$ cat src/rtl/bdpc_pkg.sv
// ----------------------------------------------------------------------------
// bdpc_pkg
// Shared types and constants for the button debounce and press classifier.
// ----------------------------------------------------------------------------
package bdpc_pkg;

  // Timestamp width inside the block and on the scan port.
  localparam int TIME_WIDTH_DEF = 32;
  localparam int NOW_WIDTH      = 32;

  // Configuration registers.
  localparam int CFG_WIDTH     = 24;
  localparam int CFG_IDX_WIDTH = 2;

  // Stream payload widths, padded to whole bytes.
  localparam int IN_FIELDS_W  = 1 + NOW_WIDTH;
  localparam int IN_TDATA_W   = ((IN_FIELDS_W + 7) / 8) * 8;
  localparam int OUT_FIELDS_W = 6;
  localparam int OUT_TDATA_W  = ((OUT_FIELDS_W + 7) / 8) * 8;

  // Reset values of the configuration registers.
  localparam logic [CFG_WIDTH-1:0] DEBOUNCE_RST = CFG_WIDTH'(50000);
  localparam logic [CFG_WIDTH-1:0] SHORT_RST    = CFG_WIDTH'(500000);
  localparam logic [CFG_WIDTH-1:0] LONG_RST     = CFG_WIDTH'(1000000);

  // Configuration register indexes.
  typedef enum logic [CFG_IDX_WIDTH-1:0] {
    CFG_DEBOUNCE = 2'd0,
    CFG_SHORT    = 2'd1,
    CFG_LONG     = 2'd2
  } cfg_idx_t;

  // One classified scan result.
  typedef struct packed {
    logic long_event;
    logic short_event;
    logic release_edge;
    logic press_edge;
    logic pressing;
    logic steady_level;
  } result_t;

endpackage

$ cat src/rtl/button_debounce_press_classifier.sv
// ----------------------------------------------------------------------------
// button_debounce_press_classifier
// Debounces an active-low button from timestamped scans and reports press,
// release, short-press and long-press events, one result per scan.
// ----------------------------------------------------------------------------
// Path: an accepted scan is held in the input register and moves into the result
// register once that is empty or being drained; its result is then on out_tvalid.
// Throughput: one scan per cycle while the output is not stalled; the state update
// is a single subtract and compare pass between the input and result registers.
// Reset: rst_n is synchronous and active low; it empties both registers, sets
// the debounce state to released and loads the default timing registers.
// ----------------------------------------------------------------------------
module button_debounce_press_classifier #(
  parameter int TIME_WIDTH = bdpc_pkg::TIME_WIDTH_DEF
) (
  input  logic                            clk,
  input  logic                            rst_n,
  // Scan channel. tdata: [0] pin_level, [32:1] now_us, rest zero.
  input  logic                            in_tvalid,
  output logic                            in_tready,
  input  logic [bdpc_pkg::IN_TDATA_W-1:0] in_tdata,
  // Result channel. tdata: [0] steady_level, [1] pressing, [2] press_edge,
  // [3] release_edge, [4] short_event, [5] long_event, rest zero.
  output logic                            out_tvalid,
  input  logic                            out_tready,
  output logic [bdpc_pkg::OUT_TDATA_W-1:0] out_tdata,
  // Configuration write port.
  input  logic                            cfg_we,
  input  logic [bdpc_pkg::CFG_IDX_WIDTH-1:0] cfg_index,
  input  logic [bdpc_pkg::CFG_WIDTH-1:0]  cfg_data
);
  import bdpc_pkg::*;

  // Compare width covers both the time differences and the 24-bit limits.
  localparam int CMP_W = (TIME_WIDTH > CFG_WIDTH) ? TIME_WIDTH : CFG_WIDTH;

  typedef logic [TIME_WIDTH-1:0] time_t;
  typedef logic [CMP_W-1:0]      cmp_t;

  // Configuration registers.
  logic [CFG_WIDTH-1:0] debounce_r, short_r, long_r;

  // Input register.
  logic  in_valid_r;
  logic  in_level_r;
  time_t in_now_r;

  // Debounce and classification state.
  logic  flicker_r, flicker_nxt;
  time_t change_time_r, change_time_nxt;
  logic  prev_steady_r, prev_steady_nxt;
  logic  cur_steady_r, cur_steady_nxt;
  logic  pressing_r, pressing_nxt;
  time_t press_time_r, press_time_nxt;
  logic  long_rep_r, long_rep_nxt;

  // Result register.
  logic    out_valid_r;
  result_t res_r, res_nxt;

  logic  advance;
  logic  level_changed;
  time_t el_change, el_press;
  logic  accept_level;
  logic  long_armed;

  // The result register takes a new scan when empty or being drained.
  assign advance   = in_valid_r && (!out_valid_r || out_tready);
  assign in_tready = !in_valid_r || advance;

  // Configuration writes; unknown indexes are ignored.
  always_ff @(posedge clk) begin
    if (!rst_n) begin
      debounce_r <= DEBOUNCE_RST;
      short_r    <= SHORT_RST;
      long_r     <= LONG_RST;
    end else if (cfg_we) begin
      unique case (cfg_index)
        CFG_DEBOUNCE: debounce_r <= cfg_data;
        CFG_SHORT:    short_r    <= cfg_data;
        CFG_LONG:     long_r     <= cfg_data;
        default:      ;
      endcase
    end
  end

  // Input register.
  always_ff @(posedge clk) begin
    if (!rst_n) begin
      in_valid_r <= 1'b0;
    end else if (in_tready) begin
      in_valid_r <= in_tvalid;
    end
  end

  always_ff @(posedge clk) begin
    if (in_tvalid && in_tready) begin
      in_level_r <= in_tdata[0];
      in_now_r   <= TIME_WIDTH'(in_tdata[NOW_WIDTH:1]);
    end
  end

  // One scan: debounce, edge detection and press classification.
  always_comb begin
    flicker_nxt     = flicker_r;
    change_time_nxt = change_time_r;
    prev_steady_nxt = prev_steady_r;
    cur_steady_nxt  = cur_steady_r;
    pressing_nxt    = pressing_r;
    press_time_nxt  = press_time_r;
    long_rep_nxt    = long_rep_r;
    res_nxt         = '0;

    // A level change restarts the debounce timer, so its elapsed time is zero.
    level_changed = (in_level_r != flicker_r);
    el_change     = level_changed ? '0 : (in_now_r - change_time_r);
    if (level_changed) begin
      flicker_nxt     = in_level_r;
      change_time_nxt = in_now_r;
    end

    accept_level = (CMP_W'(el_change) >= CMP_W'(debounce_r));
    if (accept_level) begin
      pressing_nxt    = !in_level_r;
      prev_steady_nxt = cur_steady_r;
      cur_steady_nxt  = in_level_r;
    end

    res_nxt.press_edge   = prev_steady_nxt && !cur_steady_nxt;
    res_nxt.release_edge = !prev_steady_nxt && cur_steady_nxt;

    // A press edge restarts the hold time and re-arms the long event.
    el_press = res_nxt.press_edge ? '0 : (in_now_r - press_time_r);
    if (res_nxt.press_edge) begin
      press_time_nxt = in_now_r;
    end
    long_armed = res_nxt.press_edge || !long_rep_r;

    res_nxt.short_event = res_nxt.release_edge &&
                          (CMP_W'(el_press) < CMP_W'(short_r));

    if (pressing_nxt && long_armed && (CMP_W'(el_press) > CMP_W'(long_r))) begin
      res_nxt.long_event = 1'b1;
    end
    long_rep_nxt = res_nxt.long_event || (!res_nxt.press_edge && long_rep_r);

    res_nxt.steady_level = cur_steady_nxt;
    res_nxt.pressing     = pressing_nxt;
  end

  // State update, once per scan that moves into the result register.
  always_ff @(posedge clk) begin
    if (!rst_n) begin
      flicker_r     <= 1'b1;
      change_time_r <= '0;
      prev_steady_r <= 1'b1;
      cur_steady_r  <= 1'b1;
      pressing_r    <= 1'b0;
      press_time_r  <= '0;
      long_rep_r    <= 1'b0;
    end else if (advance) begin
      flicker_r     <= flicker_nxt;
      change_time_r <= change_time_nxt;
      prev_steady_r <= prev_steady_nxt;
      cur_steady_r  <= cur_steady_nxt;
      pressing_r    <= pressing_nxt;
      press_time_r  <= press_time_nxt;
      long_rep_r    <= long_rep_nxt;
    end
  end

  // Result register.
  always_ff @(posedge clk) begin
    if (!rst_n) begin
      out_valid_r <= 1'b0;
    end else if (!out_valid_r || out_tready) begin
      out_valid_r <= in_valid_r;
    end
  end

  always_ff @(posedge clk) begin
    if (advance) begin
      res_r <= res_nxt;
    end
  end

  assign out_tvalid = out_valid_r;
  assign out_tdata  = OUT_TDATA_W'(res_r);

  // The stored steady pair can never show both edges at once.
  assert property (@(posedge clk) disable iff (!rst_n)
    out_valid_r |-> !(res_r.press_edge && res_r.release_edge))
    else $error("press and release edge reported together");

  // A short event only comes with a release edge.
  assert property (@(posedge clk) disable iff (!rst_n)
    out_valid_r && res_r.short_event |-> res_r.release_edge)
    else $error("short event without release edge");

  // A long event is only reported while the button is pressed.
  assert property (@(posedge clk) disable iff (!rst_n)
    out_valid_r && res_r.long_event |-> res_r.pressing)
    else $error("long event while released");

  // Once a long event is reported, no second one follows without a new press.
  assert property (@(posedge clk) disable iff (!rst_n)
    advance && long_rep_r && !res_nxt.press_edge |-> !res_nxt.long_event)
    else $error("second long event within one press");

endmodule
$ cat config.mk
export PLATFORM = sky130hd
export DESIGN_NAME = button_debounce_press_classifier
export DESIGN_NICKNAME = d
export VERILOG_FILES = /design/src/rtl/bdpc_pkg.sv /design/src/rtl/button_debounce_press_classifier.sv
export SDC_FILE = /design/constraint.sdc
export NUM_CORES = 1
export LEC_CHECK = 0
export BUFFER_PORTS_ARGS = -buffer_cell sky130_fd_sc_hd__buf_2
export CORE_UTILIZATION = 60
export CTS_BUF_LIST = sky130_fd_sc_hd__clkbuf_8
export DETAILED_ROUTE_END_ITERATION = 10
export MAX_ROUTING_LAYER = met4
export PLACE_DENSITY_LB_ADDON = 0.2
export SLEW_MARGIN = 20
export SYNTH_ARGS = -nofsm -noshare
export SYNTH_HDL_FRONTEND = slang
export SYNTH_SLANG_ARGS = --single-unit
export TNS_END_PERCENT = 100
$ cat constraint.sdc
create_clock -name clk -period 16.24 [get_ports clk]
set_input_delay 0.812 -clock clk [delete_from_list [all_inputs] [get_ports clk]]
set_output_delay 0.812 -clock clk [all_outputs]
set_load 0.05 [all_outputs]
==> results.json, run 1 <==
{
  "die_h_um": 142,
  "synth_area_per_cell_um2": 7.84,
  "gr-total-overflow": 0,
  "grt_use_total_pct": 33.0,
  "drc_errors": 0,
  "post_cts_buffers": 0,
  "fin_crit_sh_pct": 51.8,
  "finalCriticalPeriod_ns": 8.41,
  "place_area_um2": 12300,
  "numCtsBuffers": 17,
  "cts_root_buf": "clkbuf_8",
  "grt_antenna_before_repair": 0,
  "clock-sinks": 182,
  "cp-end-kind": "register",
  "critPathMaxFanout": 55,
  "hpwlAfterDp_um": 23600,
  "cts_tree": "yes",
  "leakage_nw": 5.04,
  "max-vdd-ir-drop_mv": 0.0654,
  "cts_resized": 0,
  "async_flop_share_pct": 0,
  "setup_viol": 0,
  "die_area_um2": 20300,
  "drv_cap": 0,
  "slowest_delay_ns": 0.57,
  "io_pins": 81,
  "cts.clk_slew.worst_paths_ns": 0.09,
  "path_class": "reg2reg",
  "ys_seq_area_share_pct": 34.1,
  "gp_congestion": 0.985,
  "maxSlewHeadroom_pct": 36.8,
  "fmax_mhz": 119,
  "synth-edff-count": 39,
  "firstDrtPassIters": 6,
  "cp.required_ns": 16.53,
  "arrival_ns": 8.70,
  "vias_per_cell": 5.89,
  "grt_max_degree": 63,
  "wire_per_inst_um": 17.3,
  "status": "finished, final reports clean",
  "skew_ns": 0.0107,
  "ys_ff_latch": 182,
  "synth.distinct_cells": 73,
  "power_density_nw_per_um2": 92.1,
  "yosysWarnings": 0,
  "area_growth_pct": 7.48,
  "diodes": 0,
  "grt_pass1_vias": 9778,
  "drive_gt1_share_pct": 8.64,
  "synthFlopType": "dfxtp_1",
  "initial_core_util_pct": 61.0,
  "crit_slowest_cell": "o311ai_1",
  "htree_levels": 4,
  "dp.cells": 1795,
  "cts.path.max_buffers": 2,
  "design_power_total_mw": 1.17,
  "vias": 10800,
  "worst_pin_slew_ns": 0.948,
  "postCtsHoldBufs": 0,
  "rr_worst_depth": 36,
  "die_x_um": 142,
  "drt-total-wl_um": 31600,
  "clkLatencyLatePin_ns": 0.48,
  "drt-initial-drc-count": 862,
  "postRouteAntennaNets": 0,
  "setup_tns_ns": 0,
  "worstHoldPathType": "reg2reg",
  "startpoint_type": "register",
  "rsz0062_at_grt": "false",
  "cpMostUsedCell": "a21o_1",
  "core_area_um2": 19400,
  "layoutNonFillerInstCount": 1827,
  "min_path_cells": 2,
  "port_buffers": 71,
  "core.rowCount": 51,
  "final_nets": 1753,
  "netlist_area_um2": 11800,
  "final_max_slew_viol_count": 0,
  "finalHoldViolations": 0,
  "syn_inst": 1511,
  "grt_pass1_wl_um": 50000,
  "fin_area_um2": 12700
}
## flip-flops by register name, indices dropped and copies added (netlist names), 6 cells and up
signal         count
in_now_r          32
debounce_r        24
change_time_r     32
out_tdata          6
short_r           24
press_time_r      32
long_r            24
## cells in the final DEF, fill, tap and decap left out, types with 31 or more instances in the layout
cell type	instances
ha_1	131
o21ai_0	73
dfxtp_1	143
inv_1	156
buf_2	71
a21oi_1	207
a21o_1	31
nand2_1	252
nor2_1	95
nand3_1	51
edfxtp_1	39
## synth_stat cells, types with 5 or more instances
| master | instances | share of area [%] |
|---|---|---|
| nand2_1 | 252 | 8.0 |
| a21oi_1 | 207 | 8.7 |
| inv_1 | 155 | 4.9 |
| dfxtp_1 | 143 | 24 |
| ha_1 | 131 | 14 |
| nor2_1 | 95 | 3.0 |
| o21ai_0 | 73 | 3.1 |
| nand3_1 | 51 | 2.2 |
| clkbuf_1 | 40 | 1.3 |
| edfxtp_1 | 39 | 9.9 |
| a21o_1 | 31 | 2.0 |
| xnor2_1 | 29 | 2.1 |
| o211ai_1 | 25 | 1.6 |
| nand4_1 | 22 | 1.2 |
| xor2_1 | 22 | 1.6 |
| nand2b_1 | 11 | 0.58 |
| nor3_1 | 11 | 0.46 |
| o21ai_1 | 11 | 0.46 |
| buf_1 | 10 | 0.32 |
| o21a_1 | 10 | 0.63 |
| a211oi_1 | 9 | 0.57 |
| nor2b_1 | 9 | 0.48 |
| o21bai_1 | 9 | 0.57 |
| o31ai_1 | 8 | 0.51 |
| and2_1 | 7 | 0.37 |
| a211o_1 | 6 | 0.44 |
| buf_2 | 6 | 0.25 |
| nor4_1 | 6 | 0.32 |
| a31oi_1 | 5 | 0.26 |
| or2_2 | 5 | 0.26 |
## where the power goes
group          internal, mW  switching [mW]  total [mW]
combinational         0.134           0.228       0.363
sequential            0.485          0.0158       0.500
clock                 0.139           0.170       0.310
total                 0.758           0.414        1.17
## critical path: cells and delay by family, from the launching register on
kind | cells | cell delay, ns
compound gates | 19 | 5.04
simple gates | 9 | 0.94
xor+xnor | 1 | 0.20
fa+ha+maj | 4 | 1.17
flops | 1 | 0.47
buf+inv | 3 | 0.33
## routing by layer
metal,global-route usage (%),share of wire (%)
met1,43.9,46
met2,51.0,45
met3,5.52,6.7
met4,10.8,2.4
met5,-,0
## final cells by class
class / count / area, µm²
Tap cell: 265 / 332
Inverter: 157 / 598
Clock inverter: 14 / 135
Multi-Input combinational cell: 1111 / 6960
Sequential cell: 182 / 4030
Clock buffer: 18 / 248
Timing Repair Buffer: 80 / 423
Fill cell: 1804 / 6670
## final timing paths
kind | start | end | slack (ns)
worst max-delay path | in_now_r[0] | out_tdata[4] | 7.83
worst min-delay path | long_r[21] | long_r[21] | 0.46
worst max register to register | in_now_r[0] | out_tdata[4] | 7.83
worst min register to register | long_r[21] | long_r[21] | 0.46
## stage by stage
step	util, %	hold WS (ns)	worst slack, ns
after floorplan	-	0.436	9.25
after global placement	63.6	0.442	8.01
after detailed placement	63.6	0.447	7.99
after CTS	65.6	0.459	7.90
after global routing	65.6	0.476	7.35
final	65.6	0.458	7.83
## cell families after synthesis
family          after synthesis  synth area share [%]
simple gates                485                  17.9
compound gates              436                  22.3
buf+inv                     219                  7.39
flops                       182                  34.1
fa+ha+maj                   133                  14.2
xor+xnor                     51                  3.77
mux                           4                 0.349
other cells                   1                0.0317
Note: power is estimated with default switching activity, not from simulation.
==> run 2: changes to the inputs <==
Settings changed: CORE_UTILIZATION 60 to 57.
Clock period 16.24 ns to 7.2 ns, I/O delays scaled along.
==> results.json, run 2 (synthesis results as in run 1) <==
{
  "status": "finished, final reports clean",
  "max-vdd-ir-drop_mv": 0.117,
  "final_common_cell": "nand2_1",
  "finalCriticalPeriod_ns": 6.87,
  "power_density_nw_per_um2": 206,
  "diodes": 0,
  "grt_antenna_before_repair": 0,
  "setup_viol": 0,
  "die_x_um": 146,
  "drt-initial-drc-count": 678,
  "hpwlAfterDp_um": 25100,
  "drt-total-wl_um": 32900,
  "wire_per_inst_um": 17.2,
  "cp.required_ns": 7.50,
  "cpMostUsedCell": "a21o_1",
  "fmax_mhz": 145,
  "grt_pass1_wl_um": 52600,
  "htree_levels": 4,
  "drive_gt1_share_pct": 15.0,
  "met2WireLength_um": 15500,
  "die_h_um": 146,
  "gr-total-overflow": 0,
  "initial_core_util_pct": 58.3,
  "core.rowCount": 52,
  "leakage_nw": 5.51,
  "cts_root_buf": "clkbuf_8",
  "path_class": "reg2reg",
  "numCtsBuffers": 17,
  "utilization_pct": 66.9,
  "postRouteAntennaNets": 0,
  "clkLatencyLatePin_ns": 0.49,
  "worstHoldPathType": "in2reg",
  "core_area_um2": 20300,
  "arrival_ns": 7.17,
  "slowest_delay_ns": 0.42,
  "firstDrtPassIters": 7,
  "critPathMaxFanout": 4,
  "cts_tree": "yes",
  "vias_per_cell": 5.68,
  "clock-sinks": 182,
  "vias": 10900,
  "area_growth_pct": 14.7,
  "finalHoldViolations": 0,
  "cts.path.max_buffers": 2,
  "crit_slowest_cell": "edfxtp_1",
  "skew_ns": 0.0175,
  "startpoint_type": "register",
  "cts.clk_slew.worst_paths_ns": 0.11,
  "maxSlewHeadroom_pct": 34.8,
  "top_layer": "met4",
  "wl_met3_um": 1820,
  "grt_pass1_vias": 10200,
  "met1Wirelength_um": 15200,
  "die_area_um2": 21400,
  "worst_pin_slew_ns": 0.970,
  "io_pins": 81,
  "drc_errors": 0,
  "postCtsHoldBufs": 0,
  "gp_congestion": 0.970,
  "nFillCells": 1846,
  "drv_cap": 0,
  "fin_crit_sh_pct": 95.5,
  "final_nets": 1841,
  "cp-end-kind": "register",
  "setup_tns_ns": 0,
  "final_cell_mix": "nand2_1, a21oi_1, inv_1, dfxtp_1, ha_1",
  "grt_max_degree": 82,
  "grt_use_total_pct": 32.3,
  "reg.largest.list": "change_time_r x32, in_now_r x32, press_time_r x32",
  "port_buffers": 71,
  "final_max_slew_viol_count": 0
}
## run 2: changes by cell type in the layout (fill, tap and decap cells not counted), sizes merged
cell / previous run / this run
clkinv: 6 / 4
clkinvlp: 3 / 1
buf: 80 / 167
inv: 160 / 164
clkbuf: 18 / 19
## run 2: per-layer routing
metal / global-route usage (%) / vias up
met5: - / -
met4: 7.14 / 0
met3: 4.50 / 37
met2: 52.2 / 288
met1: 42.8 / 5095
li1: - / 5480
## run 2: final cells by class
class | instances | area [µm²] | area share [%]
clock inverters | 14 | 163 | 1.20
clock buffers | 18 | 248 | 1.82
flip-flops and latches | 182 | 4030 | 29.7
multi-input cells | 1111 | 7080 | 52.2
inverters | 157 | 598 | 4.40
repair buffers | 168 | 1120 | 8.22
well taps | 270 | 338 | 2.49
## run 2: what timing repair did
| action | in CTS | in global routing |
|---|---|---|
| buffers inserted | 0 | 7 |
| pin swaps | 2 | 38 |
| gates cloned | 0 | 1 |
| resized for setup | 7 | 24 |
| endpoints found under the setup margin | 3 | 3 |
## run 2: worst max-delay path: cells and delay by family, from the launching register on
family / cells / cell delay, ns
AO/OA/AOI/OAI: 16 / 3.64
XOR/XNOR: 1 / 0.18
adder cells (fa/ha/maj): 4 / 1.14
buffers and inverters: 4 / 0.34
flip-flops: 1 / 0.42
AND/OR/NAND/NOR: 11 / 0.97
## run 2: path summary, 6_finish.rpt
| check | from | end | slack (ns) | depth (start not counted) |
|---|---|---|---|---|
| worst max-delay path | in_now_r[0] | out_tdata[4] | 0.33 | 36 |
| worst min-delay path | in_tdata[24] | in_now_r[23] | 0.04 | 1 |
| worst max register to register | in_now_r[0] | out_tdata[4] | 0.33 | 36 |
| worst min register to register | change_time_r[15] | change_time_r[15] | 0.46 | 2 |
## run 2: stage by stage
| step | power (mW) | std cells | hold slack, ns | area, µm² | setup slack [ns] |
|---|---|---|---|---|---|
| 6_report | 2.79 | 1920 | 0.0380 | 13600 | 0.326 |
| 5_1_grt | 2.95 | 1920 | 0.0140 | 13600 | -0.00875 |
| 4_1_cts | 2.76 | 1913 | 0.0314 | 13400 | 0.00928 |
| 3_5_place_dp | 2.01 | 1881 | 0.447 | 12900 | -0.168 |
| 3_3_place_gp | 2.00 | 1881 | 0.442 | 12900 | -0.0868 |
| 2_1_floorplan | 1.74 | 1512 | 0.436 | 11800 | 0.207 |
## run 2: where the power goes
part	leakage, nW	switching [mW]	internal, mW
clock	0.209	0.416	0.329
combinational	3.76	0.549	0.379
sequential	1.54	0.0277	1.09
